==> src/rtl/core/assert_macros.svh <==
// Assertion helpers shared by the RTL.
`ifndef ASSERT_MACROS_SVH
`define ASSERT_MACROS_SVH

// Property holds at every clock edge outside reset.
`define ASSERT_AT(lbl, clk, rst_n, prop, msg) \
    lbl: assert property (@(posedge clk) disable iff (!rst_n) prop) \
        else $error(msg);

// Antecedent in one cycle implies consequent in the next.
`define ASSERT_NEXT(lbl, clk, rst_n, ante, cons, msg) \
    lbl: assert property (@(posedge clk) disable iff (!rst_n) (ante) |=> (cons)) \
        else $error(msg);

`endif

==> src/rtl/core/elg_fifo.sv <==
`include "assert_macros.svh"

module elg_fifo #(
    parameter int W = 8
) (
    input  logic         i_clk,
    input  logic         i_rst_n,
    input  logic         i_push,
    input  logic [W-1:0] i_data,
    output logic         o_full,
    input  logic         i_pop,
    output logic         o_valid,
    output logic [W-1:0] o_data
);
    localparam int DEPTH = 4;
    localparam int PTR_W = 2;

    logic [W-1:0]   r_mem [DEPTH];
    logic [PTR_W-1:0] r_wr_ptr, r_rd_ptr;
    logic [PTR_W:0] r_count;

    assign o_full  = (r_count == (PTR_W+1)'(DEPTH));
    assign o_valid = (r_count != '0);
    assign o_data  = r_mem[r_rd_ptr];

    always_ff @(posedge i_clk) begin
        if (!i_rst_n) begin
            r_wr_ptr <= '0;
            r_rd_ptr <= '0;
            r_count  <= '0;
        end else begin
            if (i_push) r_wr_ptr <= r_wr_ptr + 1'b1;
            if (i_pop)  r_rd_ptr <= r_rd_ptr + 1'b1;
            case ({i_push, i_pop})
                2'b10:   r_count <= r_count + 1'b1;
                2'b01:   r_count <= r_count - 1'b1;
                default: r_count <= r_count;
            endcase
        end
    end

    always_ff @(posedge i_clk) begin
        if (i_push) r_mem[r_wr_ptr] <= i_data;
    end

    `ASSERT_AT(a_count_bound, i_clk, i_rst_n, r_count <= (PTR_W+1)'(DEPTH), "fifo overfull")
    `ASSERT_NEXT(a_pop_drains, i_clk, i_rst_n, i_pop && !i_push, r_count == $past(r_count) - 1'b1, "pop lost")

endmodule

==> config.mk <==
export PLATFORM = sky130hd
export DESIGN_NAME = elg_fifo
export DESIGN_NICKNAME = d
export VERILOG_FILES = /design/src/rtl/core/elg_fifo.sv
export VERILOG_INCLUDE_DIRS = /design/src /design/src/rtl/core
export SDC_FILE = /design/constraint.sdc
export NUM_CORES = 1
export LEC_CHECK = 0
export BUFFER_PORTS_ARGS = -buffer_cell sky130_fd_sc_hd__buf_2
export CAP_MARGIN = 20
export CELL_PAD_IN_SITES_DETAIL_PLACEMENT = 1
export CELL_PAD_IN_SITES_GLOBAL_PLACEMENT = 2
export CORE_MARGIN = 1.5
export CORE_UTILIZATION = 30
export CTS_CLUSTER_DIAMETER = 120
export CTS_CLUSTER_SIZE = 14
export DETAILED_ROUTE_END_ITERATION = 8
export PLACE_DENSITY_LB_ADDON = 0.1
export SLEW_MARGIN = 20
export SYNTH_ARGS = -nofsm -noshare
export SYNTH_HDL_FRONTEND = slang
export SYNTH_SLANG_ARGS = --single-unit
==> constraint.sdc <==
create_clock -name i_clk -period 1.7 [get_ports i_clk]
set_input_delay 0.085 -clock i_clk [delete_from_list [all_inputs] [get_ports i_clk]]
set_output_delay 0.085 -clock i_clk [all_outputs]
set_load 0.01 [all_outputs]
==> reports/results.ini <==
[run_status]
outcome=finished, final reports clean

[timing]
clock_skew_ns=0.00558
rsz_0062_raised_after_global_routing=no
final_period_minus_worst_setup_slack_ns=1.53
report.final.setup_viol=0
fin_tns_setup_ns=0
post-route-period-util=0.900
report.final.hold_viol_count=0
timing.slew.headroom=0.724
max_transition_viols_final=0
fmax_mhz=653
finalHoldWorstSlack_ns=0.00958
tightestPinTransition_ns=0.414

[detailed_routing]
wl_um=2580
drt_first_iter_violations=44
via_count=772
first_pass_iters=4
detailed_route_drc_error_count=0
postRouteAntennaNets=0
routed_wire_length_per_instance_um=13.9
via_per_inst=4.15

[clock_network]
tritoncts=done
post_cts_clock_slew_at_the_launch_and_capture_registers_of_the_worst_setup_and_hold_paths_ns=0.07
cts_hold_repair.buffers=0
clk_latency_ns=0.29
cts_buffers=5
clock_tree.root_cell=sky130_fd_sc_hd__clkbuf_8
ctsResizeCount=0
post_cts_buffers=0
htreeDepth=2
cts.path.max_buffers=2
cts.sinks=41

[floorplan]
dieWidth_um=76.0
count_of_boundary_i_o_pins=22
core_area_sq_um=5140
die_area_sq_um=5780
floorplan.initialDensity=0.311
placement_rows=26
die_h_um=76.0

[critical_path]
end_kind=output pin
setup.reg_to_reg.worst_slack_ns=0.24
critPathMaxFanout=4
r2r_end=r_count[2]$_SDFFE_PN0P_
path_class=flop to output pin
crit_path_top_delay_cell=sky130_fd_sc_hd__mux4_2
worstPathArrival_ns=1.45
worst_path_dominant_cell_family=multiplexers
sequence_of_cells_on_the_critical_path=buf_4, mux4_2, buf_2
reg2regPathDepth=4
regToRegStartpoint=r_count[0]$_SDFFE_PN0P_
slowest_delay_ns=0.51
setup.worst_path.start_class=flop
worst_ep_required_time_ns=1.62
crit_cells=3
critPathBufInv=2

[placed_design]
gp_congestion=0.683
quantity_of_i_o_buffers_inserted_on_ports=21
dp_hpwl_um=1850

[min_path]
timing.hold.worst_path_depth=1
min_path_type=input port to flop
hold_path.startpoint=i_data[5]
holdPathEnd=r_mem[2][5]$_DFFE_PP_

[final_layout]
diodes=0
area.growth.synth_to_final_pct=18.5
final_layout_size_suffix_gt1_frac=0.353
most-common-layout-cells=sky130_fd_sc_hd__edfxtp_1 (32), sky130_fd_sc_hd__buf_2 (21), sky130_fd_sc_hd__and2_1 (9), sky130_fd_sc_hd__dfxtp_1 (9), sky130_fd_sc_hd__mux4_2 (8)
final_common_cell=sky130_fd_sc_hd__edfxtp_1
fin_nets=133

[logic_synthesis]
area_leader_netlist=sky130_fd_sc_hd__edfxtp_1
avgSynthCellArea_sq_um=19.1
synth.ff_latch_count=41
yosys.area.top_type_share=0.600
syn-cell-area_sq_um=1600
seq_area_frac_synth=0.713
ys_types=18
syn-instance-count=84
syn_nets=102
yosys_warnings=0
synth.top_cells.by_area=sky130_fd_sc_hd__edfxtp_1 (60%), sky130_fd_sc_hd__dfxtp_1 (11%), sky130_fd_sc_hd__mux4_2 (11%)

[power]
cellPowerDensity_nw_per_um2=1070
fin_total_pwr_mw=2.03
power_report.internal_total_mw=1.56
sequentialPowerShare=0.580
switching_fraction_of_total_power=0.231
leakage_component_of_the_power_nw=0.692
net_sw_power_mw=0.468
power.share.combinational=0.125
power.clock.fraction=0.295
worst_supply_voltage_drop_on_vdd_uv=345

[job]
max-cap-violations=0

[global_routing]
initial_antenna_violation_count=0
grt_max_degree=13
vias_in_the_first_global_route=830
grt_pass1_wl_um=4180
gr-total-overflow=0
gr-usage-all-layers=0.100

[worst max-delay path by stage]
| stage | slack [ns] | end | startpoint |
|---|---|---|---|
| after global routing | 0.10 | o_data[0] | flop |
| after CTS | 0.15 | o_data[0] | flop |
| after global placement | 0.17 | r_count[2]$_SDFFE_PN0P_ | i_push |
| final | 0.17 | o_data[0] | flop |
| after floorplan | 0.32 | r_count[2]$_SDFFE_PN0P_ | r_count[0]$_SDFFE_PN0P_ |
| after detailed placement | 0.10 | r_count[2]$_SDFFE_PN0P_ | i_push |
[flip-flops by register name, indices dropped and copies added, names as in the netlist, named ones only]
register / cells
r_wr_ptr: 2
r_count: 3
r_rd_ptr: 2
r_mem: 32
[area by class of cell]
type	count	area, sq um
clock buffer	6	72.6
clock inverter	2	10.0
fill	560	3240
inverter	3	11.3
multi-input combinational	38	432
sequential	41	1140
tap	70	87.6
timing repair buffer	26	143
[synth_stat cells]
cell / count
sky130_fd_sc_hd__clkbuf_2: 1
sky130_fd_sc_hd__mux4_2: 8
sky130_fd_sc_hd__xnor2_1: 3
sky130_fd_sc_hd__inv_1: 3
sky130_fd_sc_hd__nor2b_1: 2
sky130_fd_sc_hd__o21ai_0: 1
sky130_fd_sc_hd__buf_6: 1
sky130_fd_sc_hd__ha_1: 5
sky130_fd_sc_hd__fa_1: 1
sky130_fd_sc_hd__a21boi_1: 1
sky130_fd_sc_hd__and2_1: 9
sky130_fd_sc_hd__mux2i_1: 2
sky130_fd_sc_hd__dfxtp_1: 9
sky130_fd_sc_hd__nand2_1: 1
sky130_fd_sc_hd__nor3b_1: 1
sky130_fd_sc_hd__xor2_1: 2
sky130_fd_sc_hd__edfxtp_1: 32
sky130_fd_sc_hd__or3_1: 2
[logic make-up after synthesis]
logic type               Yosys count  synth area share
XOR/XNOR                           5            0.0274
flip-flops                        41             0.713
AND/OR/NAND/NOR                   15            0.0579
buffers and inverters              5            0.0172
adder cells (fa/ha/maj)            6            0.0516
AO/OA/AOI/OAI                      2           0.00782
multiplexers                      10             0.125
[power groups by stage]
stage	sequential (mW)	combinational (mW)	clock, mW
2_1_floorplan	1.19	0.170	0
3_3_place_gp	1.20	0.262	0
3_5_place_dp	1.20	0.262	0
4_1_cts	1.18	0.263	0.623
5_1_grt	1.18	0.287	0.657
6_report	1.18	0.255	0.598
[worst register-to-register path, cell delays in order, from the launching register on]
cell,delay [ns]
sky130_fd_sc_hd__dfxtp_1,0.36
sky130_fd_sc_hd__fa_1,0.44
sky130_fd_sc_hd__xnor2_1,0.14
sky130_fd_sc_hd__or3_1,0.31
sky130_fd_sc_hd__a21boi_1,0.14
[stage by stage]
step	util	cells	setup WS [ns]	cell area [sq um]
CTS	0.369	186	0.145	1900
floorplan	-	84	0.324	1600
global placement	0.353	178	0.166	1810
detailed placement	0.353	178	0.101	1810
finish	0.369	186	0.169	1900
global route	0.369	186	0.101	1900
[per-layer routing]
metal / track usage / vias up / part of all wire
li1: - / 374 / -
met1: 0.105 / 378 / 0.42
met2: 0.177 / 16 / 0.53
met3: 0.0395 / 4 / 0.043
met4: 0.0444 / 0 / 0.0097
met5: 0 / - / 0
Power figures use the tool's default switching activity.
