## config.mk

```make
export PLATFORM = sky130hd
export DESIGN_NAME = elg_front
export DESIGN_NICKNAME = d
export VERILOG_FILES = /design/src/rtl/core/assert_macros.svh /design/src/rtl/core/elg_pkg.sv /design/src/rtl/core/elg_front.sv
export SDC_FILE = /design/constraint.sdc
export NUM_CORES = 1
export LEC_CHECK = 0
export BUFFER_PORTS_ARGS = -buffer_cell sky130_fd_sc_hd__buf_2
export CORE_MARGIN = 2
export CORE_UTILIZATION = 30
export CTS_BUF_LIST = sky130_fd_sc_hd__clkbuf_4 sky130_fd_sc_hd__clkbuf_8
export DETAILED_ROUTE_END_ITERATION = 8
export HOLD_SLACK_MARGIN = 0.15
export SYNTH_ARGS = -nofsm -noshare
export SYNTH_HDL_FRONTEND = slang
export SYNTH_SLANG_ARGS = --single-unit
```

## constraint.sdc

```tcl
create_clock -name i_clk -period 6.6 [get_ports i_clk]
set_clock_uncertainty 0.1 [all_clocks]
set_input_delay 0.33 -clock i_clk [delete_from_list [all_inputs] [get_ports i_clk]]
set_output_delay 0.33 -clock i_clk [all_outputs]
set_load 0.02 [all_outputs]
```

## src/rtl/core/assert_macros.svh

```systemverilog
// Assertion helpers shared by the RTL.
`ifndef ASSERT_MACROS_SVH
`define ASSERT_MACROS_SVH

// Property holds at every clock edge outside reset.
`define ASSERT_AT(lbl, clk, rst_n, prop, msg) \
    lbl: assert property (@(posedge clk) disable iff (!rst_n) prop) \
        else $error(msg);

// Antecedent in one cycle implies consequent in the next.
`define ASSERT_NEXT(lbl, clk, rst_n, ante, cons, msg) \
    lbl: assert property (@(posedge clk) disable iff (!rst_n) (ante) |=> (cons)) \
        else $error(msg);

`endif

```

## src/rtl/core/elg_pkg.sv

```systemverilog
package elg_pkg;

    localparam int TABLE_LEN = 31;
    localparam int HZ_W      = 15;
    localparam int PHON_W    = 7;
    localparam int IDX_W     = 5;

    localparam logic [HZ_W-1:0] CONTOUR_HZ [TABLE_LEN] = '{
        15'd20, 15'd25, 15'd31, 15'd40, 15'd50, 15'd63, 15'd80, 15'd100,
        15'd125, 15'd160, 15'd200, 15'd250, 15'd315, 15'd400, 15'd500,
        15'd630, 15'd800, 15'd1000, 15'd1250, 15'd1600, 15'd2000, 15'd2500,
        15'd3150, 15'd4000, 15'd5000, 15'd6300, 15'd8000, 15'd10000,
        15'd12500, 15'd16000, 15'd20000};

    localparam logic [PHON_W-1:0] CONTOUR_PHON [TABLE_LEN] = '{
        7'd109, 7'd104, 7'd99, 7'd94, 7'd89, 7'd85, 7'd82, 7'd78, 7'd75,
        7'd72, 7'd69, 7'd67, 7'd65, 7'd63, 7'd62, 7'd60, 7'd59, 7'd60,
        7'd62, 7'd63, 7'd59, 7'd57, 7'd56, 7'd57, 7'd60, 7'd66, 7'd71,
        7'd73, 7'd68, 7'd68, 7'd104};

    localparam logic signed [7:0] REF_PHON = 8'sd60;

    typedef enum logic [1:0] {
        REGION_INTERP = 2'd0,
        REGION_BELOW  = 2'd1,
        REGION_ABOVE  = 2'd2
    } t_region;

    // log2(10) and ln(2) in Q32
    localparam logic [33:0] LOG2_10_Q32 = 34'h35269E12F;
    localparam logic [31:0] LN2_Q32     = 32'd2977044472;

    // quotient bits of the exponent: |e| < 16 in Q32
    localparam int QW        = 36;
    localparam int EXP_TERMS = 13;
    // integer part of e is biased by 16; k + 9 = biased - 7
    localparam logic [4:0] K_SHIFT_OFF = 5'd7;
    localparam int K_SHIFT_MAX = 17;

    // floor(x / n) = (x * RECIP_M[n]) >> RECIP_SH[n] for 32-bit x
    localparam logic [32:0] RECIP_M [2:EXP_TERMS] = '{
        33'd4294967296, 33'd5726623062, 33'd4294967296, 33'd6871947674,
        33'd5726623062, 33'd4908534053, 33'd4294967296, 33'd7635497416,
        33'd6871947674, 33'd6247225158, 33'd5726623062, 33'd5286113596};

    localparam int RECIP_SH [2:EXP_TERMS] = '{
        33, 34, 34, 35, 35, 35, 35, 36, 36, 36, 36, 36};

endpackage

```

## src/rtl/core/elg_front.sv

```systemverilog
module elg_front #(
    parameter int FREQ_FRAC_BITS = 4,
    parameter int W = 8
) (
    input  logic         i_clk,
    input  logic         i_rst_n,
    input  logic         i_valid,
    output logic         o_ready,
    input  logic [19:0]  i_freq_in,
    output logic         o_push,
    output logic [W-1:0] o_item,
    input  logic         i_full
);
    import elg_pkg::*;

    localparam int DW   = HZ_W + FREQ_FRAC_BITS;
    localparam int MAGW = DW + 7;
    localparam int NW   = MAGW + 1;
    localparam int CW   = 20 + FREQ_FRAC_BITS;

    logic [TABLE_LEN-1:0] lt;
    logic                 r_f_valid;
    logic [19:0]          r_f_freq;
    logic [IDX_W-1:0]     r_f_idx;

    logic [IDX_W-1:0]     ip, inx;
    logic [CW-1:0]        fp, fn;
    logic [DW-1:0]        a, b;
    logic [PHON_W-1:0]    pp;
    logic signed [7:0]    t1, dp;
    logic signed [NW-1:0] num;
    logic [MAGW-1:0]      mag;
    t_region              region;

    always_comb begin
        for (int i = 0; i < TABLE_LEN; i++) begin
            lt[i] = ((CW'(CONTOUR_HZ[i]) << FREQ_FRAC_BITS) < CW'(i_freq_in));
        end
    end

    assign o_push  = r_f_valid && !i_full;
    assign o_ready = !r_f_valid || !i_full;

    always_ff @(posedge i_clk) begin
        if (!i_rst_n) begin
            r_f_valid <= 1'b0;
        end else if (o_ready) begin
            r_f_valid <= i_valid;
        end
    end

    // table is ascending, so the count of points below the input is the index
    always_ff @(posedge i_clk) begin
        if (o_ready && i_valid) begin
            r_f_freq <= i_freq_in;
            r_f_idx  <= IDX_W'($countones(lt));
        end
    end

    always_comb begin
        ip  = (r_f_idx == '0) ? '0 : r_f_idx - 1'b1;
        inx = (r_f_idx == IDX_W'(TABLE_LEN)) ? IDX_W'(TABLE_LEN - 1) : r_f_idx;
        fp  = CW'(CONTOUR_HZ[ip]) << FREQ_FRAC_BITS;
        fn  = CW'(CONTOUR_HZ[inx]) << FREQ_FRAC_BITS;
        if (r_f_idx == '0) begin
            region = REGION_BELOW;
            pp     = CONTOUR_PHON[0];
            dp     = '0;
            a      = '0;
            b      = DW'(1);
        end else if (r_f_idx == IDX_W'(TABLE_LEN)) begin
            region = REGION_ABOVE;
            pp     = CONTOUR_PHON[TABLE_LEN-1];
            dp     = '0;
            a      = '0;
            b      = DW'(1);
        end else begin
            region = REGION_INTERP;
            pp     = CONTOUR_PHON[ip];
            dp     = $signed({1'b0, CONTOUR_PHON[inx]}) - $signed({1'b0, pp});
            a      = DW'(CW'(r_f_freq) - fp);
            b      = DW'(fn - fp);
        end
        t1  = REF_PHON - $signed({1'b0, pp});
        num = NW'(t1) * NW'($signed({1'b0, b})) - NW'(dp) * NW'($signed({1'b0, a}));
        mag = num[NW-1] ? MAGW'(-num) : MAGW'(num);
    end

    assign o_item = {num[NW-1], mag, b, region};

endmodule

```

==> results of run 1 <==
## worst max path at each step
stage / start / to / slack [ns] / depth (start not counted)
after floorplan: i_freq_in[14] / r_f_idx[4] / 0.27 / 20
after global placement: i_freq_in[2] / r_f_idx[4] / 0.06 / 19
after detailed placement: i_freq_in[2] / r_f_idx[4] / -0.05 / 21
after CTS: i_freq_in[2] / r_f_idx[4] / 0.19 / 21
after global routing: i_freq_in[2] / r_f_idx[4] / 0.004 / 21
final: i_freq_in[2] / r_f_idx[4] / 0.31 / 20
## per-layer routing
metal / global-route usage, % / wire length (um) / vias to the layer above
met2: 23.8 / 2640 / 67
met4: 3.54 / 99 / 0
li1: - / - / 1045
met5: 0 / 0 / -
met1: 17.4 / 2330 / 956
met3: 1.16 / 216 / 10
## area by class of cell
cell class                 instances  area (um2)
multi-input combinational        223        1840
tap                               99         124
clock buffer                       4        48.8
timing repair buffer              46         270
fill                             820        4690
inverter                          39         146
sequential                         6         170
## critical path, stage by stage
cell and delay (ns):
buf_2 0.12, or4_4 0.56, nor3_2 0.17, a21oi_1 0.10
or2_1 0.27, a21oi_1 0.22, fa_1 0.45, fa_1 0.50
fa_1 0.53, fa_1 0.52, fa_1 0.55, inv_1 0.06
fa_1 0.54, inv_1 0.06, fa_1 0.45, fa_1 0.40
inv_1 0.06, a21o_1 0.10, a21oi_1 0.07, xnor2_1 0.12
## kinds of logic (layout without fill, tap and decap cells)
logic type / Yosys count / count (layout) / share of synthesized area (%)
other: 1 / 3 / 0.165
XOR/XNOR: 8 / 8 / 3.08
flip-flops: 6 / 6 / 7.49
AO/OA/AOI/OAI: 74 / 74 / 21.4
adder cells (fa/ha/maj): 42 / 42 / 30.7
buffers and inverters: 59 / 89 / 12.8
AND/OR/NAND/NOR: 91 / 91 / 22.1
multiplexers: 5 / 5 / 2.26
## stage by stage
stage,std cells,area [um2]
2_1_floorplan,288,2280
3_3_place_gp,413,2530
3_5_place_dp,413,2530
4_1_cts,417,2580
5_1_grt,417,2600
6_report,417,2600
## registers in the layout (all words and copies together) (netlist names)
signal,count
r_f_idx,5
r_f_valid,1
## cells in the final DEF, fill, tap and decap left out, types with 2 or more instances in the layout
master,n
a41oi_1,2
conb_1,3
o21a_1,5
fa_1,23
o31a_1,2
a21oi_1,18
mux2i_1,4
o211ai_1,2
nand2_1,14
nor3_1,7
nand2b_1,6
o21ai_0,14
o21ai_1,2
edfxtp_1,5
clkbuf_8,3
a31oi_1,8
nor2_1,25
and3_1,2
inv_1,39
a21boi_0,3
nand4_1,3
o31ai_1,2
nor3_2,2
a21o_1,2
or3_1,5
buf_2,30
nand3_1,9
buf_4,16
ha_1,19
xnor2_1,7
and2_1,2
nor2b_1,6
## where the power goes
part	switching, mW	leakage [nW]	total [mW]	internal [mW]
clock	0.0170	0.0262	0.0628	0.0457
combinational	0.177	1.08	0.319	0.142
sequential	0.0211	0.0553	0.0777	0.0566
total	0.215	1.16	0.459	0.244
==> results.sh, run 1 <==
export IMPL_outcome="finished clean"
export IMPL_reg2regPathDepth=2
export IMPL_post_place_ws_ns=-0.0467
export IMPL_grt_max_degree=19
export IMPL_r2r_end="r_f_idx[2]"
export IMPL_place_gp_congestion=0.870
export IMPL_clk_latency_ns=0.22
export IMPL_fin_ws_ns=0.306
export IMPL_drcViolationCount=0
export IMPL_rows=31
export IMPL_diodes=0
export IMPL_die_h_um=91.0
export IMPL_synth_top_area_cell="fa_1"
export IMPL_min_period_ns=6.29
export IMPL_synthesis_area_per_instance_um2=7.94
export IMPL_worst_hold_path_type="in2reg"
export IMPL_grt_total_usage_pct=13.4
export IMPL_drv_cap=0
export IMPL_setup_viol_count_final=0
export IMPL_async_reset_ff_share_pct=0
export IMPL_wl_mm=5.29
export IMPL_finish_utilization_pct=35.7
export IMPL_period_share_pct=95.4
export IMPL_dr_pass1_iters=4
export IMPL_coreArea_um2=7290
export IMPL_r2r_start="r_f_valid"
export IMPL_ys_top_cells_by_count="39 x inv_1, 25 x nor2_1, 23 x fa_1"
export IMPL_cts_tree="built"
export IMPL_end_kind="register"
export IMPL_grt_pass1_vias=2083
export IMPL_clockBufferDepth=2
export IMPL_power_per_cell_area_nw_per_um2=177
export IMPL_overflow=0
export IMPL_ys_seq_area_share_pct=7.49
export IMPL_drive_gt1_share_pct=19.8
export IMPL_vias_per_cell=4.98
export IMPL_hold_viol=0
export IMPL_ant_nets=0
export IMPL_ir_worst_vdd_uv=72.9
export IMPL_tightest_slew_ns=0.495
export IMPL_synth_edf_count=5
export IMPL_fin_nets=385
export IMPL_drv_slew=0
export IMPL_io_pins=34
export IMPL_rsz0062_at_grt="no"
export IMPL_wire_per_inst_um=12.7
export IMPL_totalPowerFinal_uw=459
export IMPL_rrSetupSlack_ns=5.57
export IMPL_netlist_area_leader_share_pct=20.3
export IMPL_required_ns=6.48
export IMPL_hold_depth=2
export IMPL_timing_fmax_mhz=159
export IMPL_arrival_ns=6.17
export IMPL_port_buffers=30
export IMPL_holdCritStartpoint="i_rst_n"
export IMPL_p_leak_nw=1.16
export IMPL_hold_buffers=0
export IMPL_die_area_um2=8290
export IMPL_synth_warnings=0
export IMPL_synth_seq_cells=6
export IMPL_syn_inst=286
export IMPL_hold_slack_ns=0.230
export IMPL_final_setup_tns_ns=0
export IMPL_cts_root_buffer="clkbuf_8"
export IMPL_crit_type="in2reg"
export IMPL_timing_slew_headroom_pct=66.6
export IMPL_area_delta_synth_final_pct=14.4
export IMPL_cts_resized=0
export IMPL_vias=2078
export IMPL_die_x_um=91.0
export IMPL_dominantRegCellSynth="edfxtp_1"
export IMPL_initial_core_util_pct=31.2
export IMPL_hold_end="r_f_valid"
export IMPL_grt_antenna_before_repair=0
export IMPL_hpwl_mm=4.48
export IMPL_yosys_top_cells_area="fa_1 20%, ha_1 10%, edfxtp_1 6.6%, inv_1 6.4%, nor2_1 4.1%"
export IMPL_cts_max_level=1
export IMPL_synth_cell_types=60
export IMPL_clkSinkCount=6
export IMPL_start_kind="primary input"
export IMPL_grt_pass1_wl_mm=9.32
export IMPL_cp_max_fo=5
export IMPL_drtIter0Drc=63
export IMPL_synth_most_common_cell="inv_1"
export IMPL_cts_clk_slew_worst_paths_ns=0.04
export IMPL_numCtsBuffers=3
export IMPL_postCtsSetupBuffers=0
export IMPL_netlist_area_um2=2270
(Power assumes the default switching activity.)
==> run 2, diff against run 1 <==
Settings changed: CORE_MARGIN 2 to 4, CORE_UTILIZATION 30 to 35.
==> run 2 against run 1 <==
Effect of this change:
- combinational power is essentially flat
- sequential power up 0.5%
- first-iteration DRC count is 120% higher
- via count shrank 1.0%
- critical path type unchanged
- critical endpoint unchanged
- largest power group unchanged
==> results.sh, run 2 (same netlist as run 1, synthesis figures left out) <==
export IMPL_rows=29
export IMPL_slowest_stage="or4_4"
export IMPL_clockBufferDepth=2
export IMPL_grt_antenna_before_repair=0
export IMPL_p_leak_nw=1.15
export IMPL_drv_slew=0
export IMPL_ir_worst_vdd_uv=104
export IMPL_grt_total_usage_pct=14.1
export IMPL_final_setup_tns_ns=0
export IMPL_rsz0062_at_grt="no"
export IMPL_place_gp_congestion=0.909
export IMPL_diodes=0
export IMPL_crit_type="in2reg"
export IMPL_timing_fmax_mhz=160
export IMPL_rrSetupSlack_ns=5.56
export IMPL_seqPwrFrac_pct=17.1
export IMPL_area_delta_synth_final_pct=12.1
export IMPL_drtIter0Drc=136
export IMPL_worst_hold_path_type="in2reg"
export IMPL_finish_utilization_pct=40.3
export IMPL_cp_slowest_stage_delay_ns=0.56
export IMPL_cts_clk_slew_worst_paths_ns=0.03
export IMPL_die_area_um2=7840
export IMPL_grt_pass1_vias=2000
export IMPL_worstPathCellList="buf_2, or4_4, nor3_2, a21oi_1, or2_1, a21oi_1, fa_1, fa_1, fa_1, fa_1, fa_1, inv_1, fa_1, inv_1, fa_1, fa_1, inv_1, a21o_1, a21oi_1, xnor2_1"
export IMPL_power_frac_clock_pct=13.5
export IMPL_die_x_um=88.6
export IMPL_cts_root_buffer="clkbuf_8"
export IMPL_min_period_ns=6.27
export IMPL_largest_reg_flops=5
export IMPL_cts_tree="built"
export IMPL_overflow=0
export IMPL_wl_mm=5.17
export IMPL_arrival_ns=6.13
export IMPL_io_pins=34
export IMPL_hold_viol=0
export IMPL_drcViolationCount=0
export IMPL_postCtsSetupBuffers=0
export IMPL_drive_gt1_share_pct=19.0
export IMPL_hpwl_mm=4.34
export IMPL_hold_slack_ns=0.221
export IMPL_p_int_uw=242
export IMPL_die_h_um=88.6
export IMPL_dr_pass1_iters=4
export IMPL_cp_top_family="adder cells"
export IMPL_cts_resized=0
export IMPL_grt_pass1_wl_mm=8.97
export IMPL_start_kind="primary input"
export IMPL_period_share_pct=94.9
export IMPL_cpMostUsedCell="fa_1"
export IMPL_port_buffers=30
export IMPL_fill_cells=680
export IMPL_placed_cell_area_um2=2480
export IMPL_power_per_cell_area_nw_per_um2=179
export IMPL_regMostFlops="r_f_idx"
export IMPL_outcome="finished clean"
export IMPL_drv_cap=0
export IMPL_initial_core_util_pct=36.0
export IMPL_clkSinkCount=6
export IMPL_cp_max_fo=5
export IMPL_power_frac_comb_pct=69.4
export IMPL_clk_latency_ns=0.22
export IMPL_grt_max_degree=19
export IMPL_vias=2057
export IMPL_end_kind="register"
export IMPL_setup_viol_count_final=0
export IMPL_wire_per_inst_um=13.2
export IMPL_numCtsBuffers=3
export IMPL_top_regs="r_f_idx: 5 flops, r_f_valid: 1 flops"
export IMPL_final_cell_mix="39 x inv_1, 30 x buf_2, 25 x nor2_1"
export IMPL_coreArea_um2=6310
export IMPL_ant_nets=0
export IMPL_totalPowerFinal_uw=456
export IMPL_sw_frac_of_total_pct=46.9
export IMPL_hold_buffers=0
export IMPL_p_switching_uw=214
export IMPL_fin_area_um2=2550
export IMPL_cts_max_level=1
export IMPL_vias_per_cell=5.25
export IMPL_fin_nets=382
export IMPL_final_common_cell="inv_1"
export IMPL_required_ns=6.47
export IMPL_critPathBufInv=4
-- run 2: cell count changes in the layout (fill, tap and decap cells not counted) --
cell	previous run	this run
nand3_1	9	8
a2111oi_0	0	1
a2111oi_2	1	0
nand3_2	0	1
buf_4	16	13
a311oi_2	1	0
o31ai_2	0	1
a311oi_1	1	2
o31ai_1	2	1
-- run 2: worst paths after layout --
kind | cells past startpoint | from | end
setup / recovery | 20 | i_freq_in[2] | r_f_idx[4]
hold / removal | 2 | i_rst_n | r_f_valid
setup reg to reg | 2 | r_f_valid | r_f_idx[4]
hold reg to reg | 2 | r_f_valid | r_f_valid
-- run 2: per-layer routing --
metal	up-vias	wire length (um)	track usage [%]
li1	1036	-	-
met1	929	2300	19.8
met2	82	2440	22.7
met3	10	349	2.14
met4	0	72	3.71
met5	-	0	0
-- run 2: power groups by stage --
stage / combinational (mW) / clock (mW) / sequential, mW
2_1_floorplan: 0.267 / 0 / 0.0620
3_3_place_gp: 0.312 / 0 / 0.0791
3_5_place_dp: 0.316 / 0 / 0.0786
4_1_cts: 0.318 / 0.0650 / 0.0781
5_1_grt: 0.368 / 0.0687 / 0.0803
6_report: 0.316 / 0.0616 / 0.0781
-- run 2: layout make-up --
class | instances | area, um2 | area share (%)
sequential | 6 | 170 | 6.68
multi-input combinational | 223 | 1840 | 72.2
inverter | 39 | 146 | 5.75
clock buffer | 4 | 48.8 | 1.92
timing repair buffer | 43 | 248 | 9.72
tap | 77 | 96.3 | 3.78
-- run 2: through the flow --
step / worst slack (ns) / cells
final: 0.334 / 392
after global routing: 0.0119 / 392
after CTS: 0.237 / 392
after floorplan: 0.267 / 288
after detailed placement: 0.0121 / 388
after global placement: 0.0931 / 388
==> run 3, diff against run 2 <==
Settings changed: REMOVE_ABC_BUFFERS set to 1.
==> run 3 against run 2 <==
Effect of this change:
- fmax decreased by 0.26%
- first-iteration DRC count grew 36%
- register-to-register slack about the same
- die area unchanged
- clock-buffer cell count stayed put
- core utilization down 0.060 points
- non-clock buffer count up 1
- sequential share of layout area about the same
- final cell count grew 0.26%
==> results.sh, run 3 (same netlist as run 1, synthesis figures left out) <==
export IMPL_diodes=0
export IMPL_overflow=0
export IMPL_final_common_cell="inv_1"
export IMPL_fin_nets=383
export IMPL_cts_clk_slew_worst_paths_ns=0.03
export IMPL_dr_pass1_iters=4
export IMPL_die_area_um2=7840
export IMPL_drive_gt1_share_pct=19.0
export IMPL_wl_mm=5.19
export IMPL_cts_resized=0
export IMPL_critPathBufInv=4
export IMPL_initial_core_util_pct=36.0
export IMPL_timing_slew_headroom_pct=67.3
export IMPL_end_kind="register"
export IMPL_cts_max_level=1
export IMPL_place_gp_congestion=0.932
export IMPL_holdCritStartpoint="i_rst_n"
export IMPL_ant_nets=0
export IMPL_numCtsBuffers=3
export IMPL_tightest_slew_ns=0.484
export IMPL_drv_cap=0
export IMPL_regMostFlops="r_f_idx"
export IMPL_vias=2044
export IMPL_crit_type="in2reg"
export IMPL_reg2regPathDepth=2
export IMPL_clockBufferDepth=2
export IMPL_r2r_end="r_f_idx[3]"
export IMPL_hold_viol=0
export IMPL_cp_slowest_stage_delay_ns=0.54
export IMPL_io_pins=34
export IMPL_wire_per_inst_um=13.2
export IMPL_ir_worst_vdd_uv=189
export IMPL_min_period_ns=6.28
export IMPL_clkSinkCount=6
export IMPL_worst_hold_path_type="in2reg"
export IMPL_p_leak_nw=1.15
export IMPL_final_setup_tns_ns=0
export IMPL_die_h_um=88.6
export IMPL_rows=29
export IMPL_coreArea_um2=6310
export IMPL_arrival_ns=6.15
export IMPL_drv_slew=0
export IMPL_grt_pass1_vias=1878
export IMPL_required_ns=6.46
export IMPL_power_per_cell_area_nw_per_um2=179
export IMPL_hold_end="r_f_valid"
export IMPL_grt_antenna_before_repair=0
export IMPL_hold_slack_ns=0.227
export IMPL_cts_tree="built"
export IMPL_totalPowerFinal_uw=454
export IMPL_start_kind="primary input"
export IMPL_drtIter0Drc=185
export IMPL_cpMostUsedCell="fa_1"
export IMPL_hold_depth=2
export IMPL_worstPathCellList="buf_2, nor4_2, nand3_1, o31ai_1, nand2_1, a311oi_2, fa_1, fa_1, fa_1, fa_1, fa_1, inv_1, fa_1, inv_1, fa_1, fa_1, inv_1, a21o_1, a21oi_1, xnor2_1"
export IMPL_fin_area_um2=2540
export IMPL_grt_max_degree=19
export IMPL_cp_top_family="adder cells"
export IMPL_period_share_pct=95.2
export IMPL_slowest_stage="fa_1"
export IMPL_cts_root_buffer="clkbuf_8"
export IMPL_port_buffers=30
export IMPL_postCtsSetupBuffers=0
export IMPL_hold_buffers=0
export IMPL_hpwl_mm=4.33
export IMPL_outcome="finished clean"
export IMPL_grt_total_usage_pct=13.5
export IMPL_setup_viol_count_final=0
export IMPL_cp_max_fo=4
export IMPL_largest_reg_flops=5
export IMPL_area_delta_synth_final_pct=11.9
export IMPL_rrSetupSlack_ns=5.57
export IMPL_final_cell_mix="39 x inv_1, 30 x buf_2, 25 x nor2_1"
export IMPL_placed_cell_area_um2=2490
export IMPL_r2r_start="r_f_valid"
export IMPL_drcViolationCount=0
export IMPL_timing_fmax_mhz=159
export IMPL_top_regs="r_f_idx: 5 flops, r_f_valid: 1 flops"
export IMPL_grt_pass1_wl_mm=8.64
export IMPL_die_x_um=88.6
export IMPL_clk_latency_ns=0.22
export IMPL_vias_per_cell=5.20
-- run 3: changes by cell type in the layout (fill, tap and decap cells not counted) --
cell | before | now
a2111oi_0 | 1 | 0
a2111oi_1 | 0 | 1
a311oi_1 | 2 | 1
a311oi_2 | 0 | 1
buf_4 | 13 | 14
nand3_1 | 8 | 9
nand3_2 | 1 | 0
nor4_2 | 0 | 1
nor4_4 | 1 | 0
o31ai_1 | 1 | 2
o31ai_2 | 1 | 0
-- run 3: where the power goes --
| group | total [mW] | switching (mW) | internal (mW) |
|---|---|---|---|
| clock network | 0.0611 | 0.0155 | 0.0456 |
| logic | 0.314 | 0.174 | 0.139 |
| registers | 0.0791 | 0.0225 | 0.0566 |
| total | 0.454 | 0.213 | 0.242 |
-- run 3: layout make-up --
| cell class | count | area [um2] |
|---|---|---|
| fillers | 674 | 3770 |
| multi-input cells | 223 | 1830 |
| repair buffers | 44 | 255 |
| flip-flops and latches | 6 | 170 |
| inverters | 39 | 146 |
| well taps | 77 | 96.3 |
| clock buffers | 4 | 48.8 |
-- run 3: metal layers --
layer	GRT usage, %	vias up	part of all wire (%)
li1	-	1042	-
met1	20.2	934	46
met2	21.8	66	45
met3	1.21	2	7.8
met4	1.37	0	0.40
met5	0	-	0
-- run 3: how the worst max path moves through the flow --
stage,start,endpoint,cells past startpoint
2_1_floorplan,i_freq_in[19],r_f_idx[4],19
3_3_place_gp,i_freq_in[2],r_f_idx[4],19
3_5_place_dp,i_freq_in[2],r_f_idx[4],19
4_1_cts,i_freq_in[2],r_f_idx[4],19
5_1_grt,i_freq_in[2],r_f_idx[4],20
6_report,i_freq_in[2],r_f_idx[4],20
-- run 3: stage by stage --
stage,util [%],instances,worst slack [ns]
finish,40.3,393,0.318
CTS,40.2,393,0.269
global route,40.3,393,-0.0144
global placement,39.4,389,0.101
detailed placement,39.4,389,0.0522
floorplan,-,268,0.362
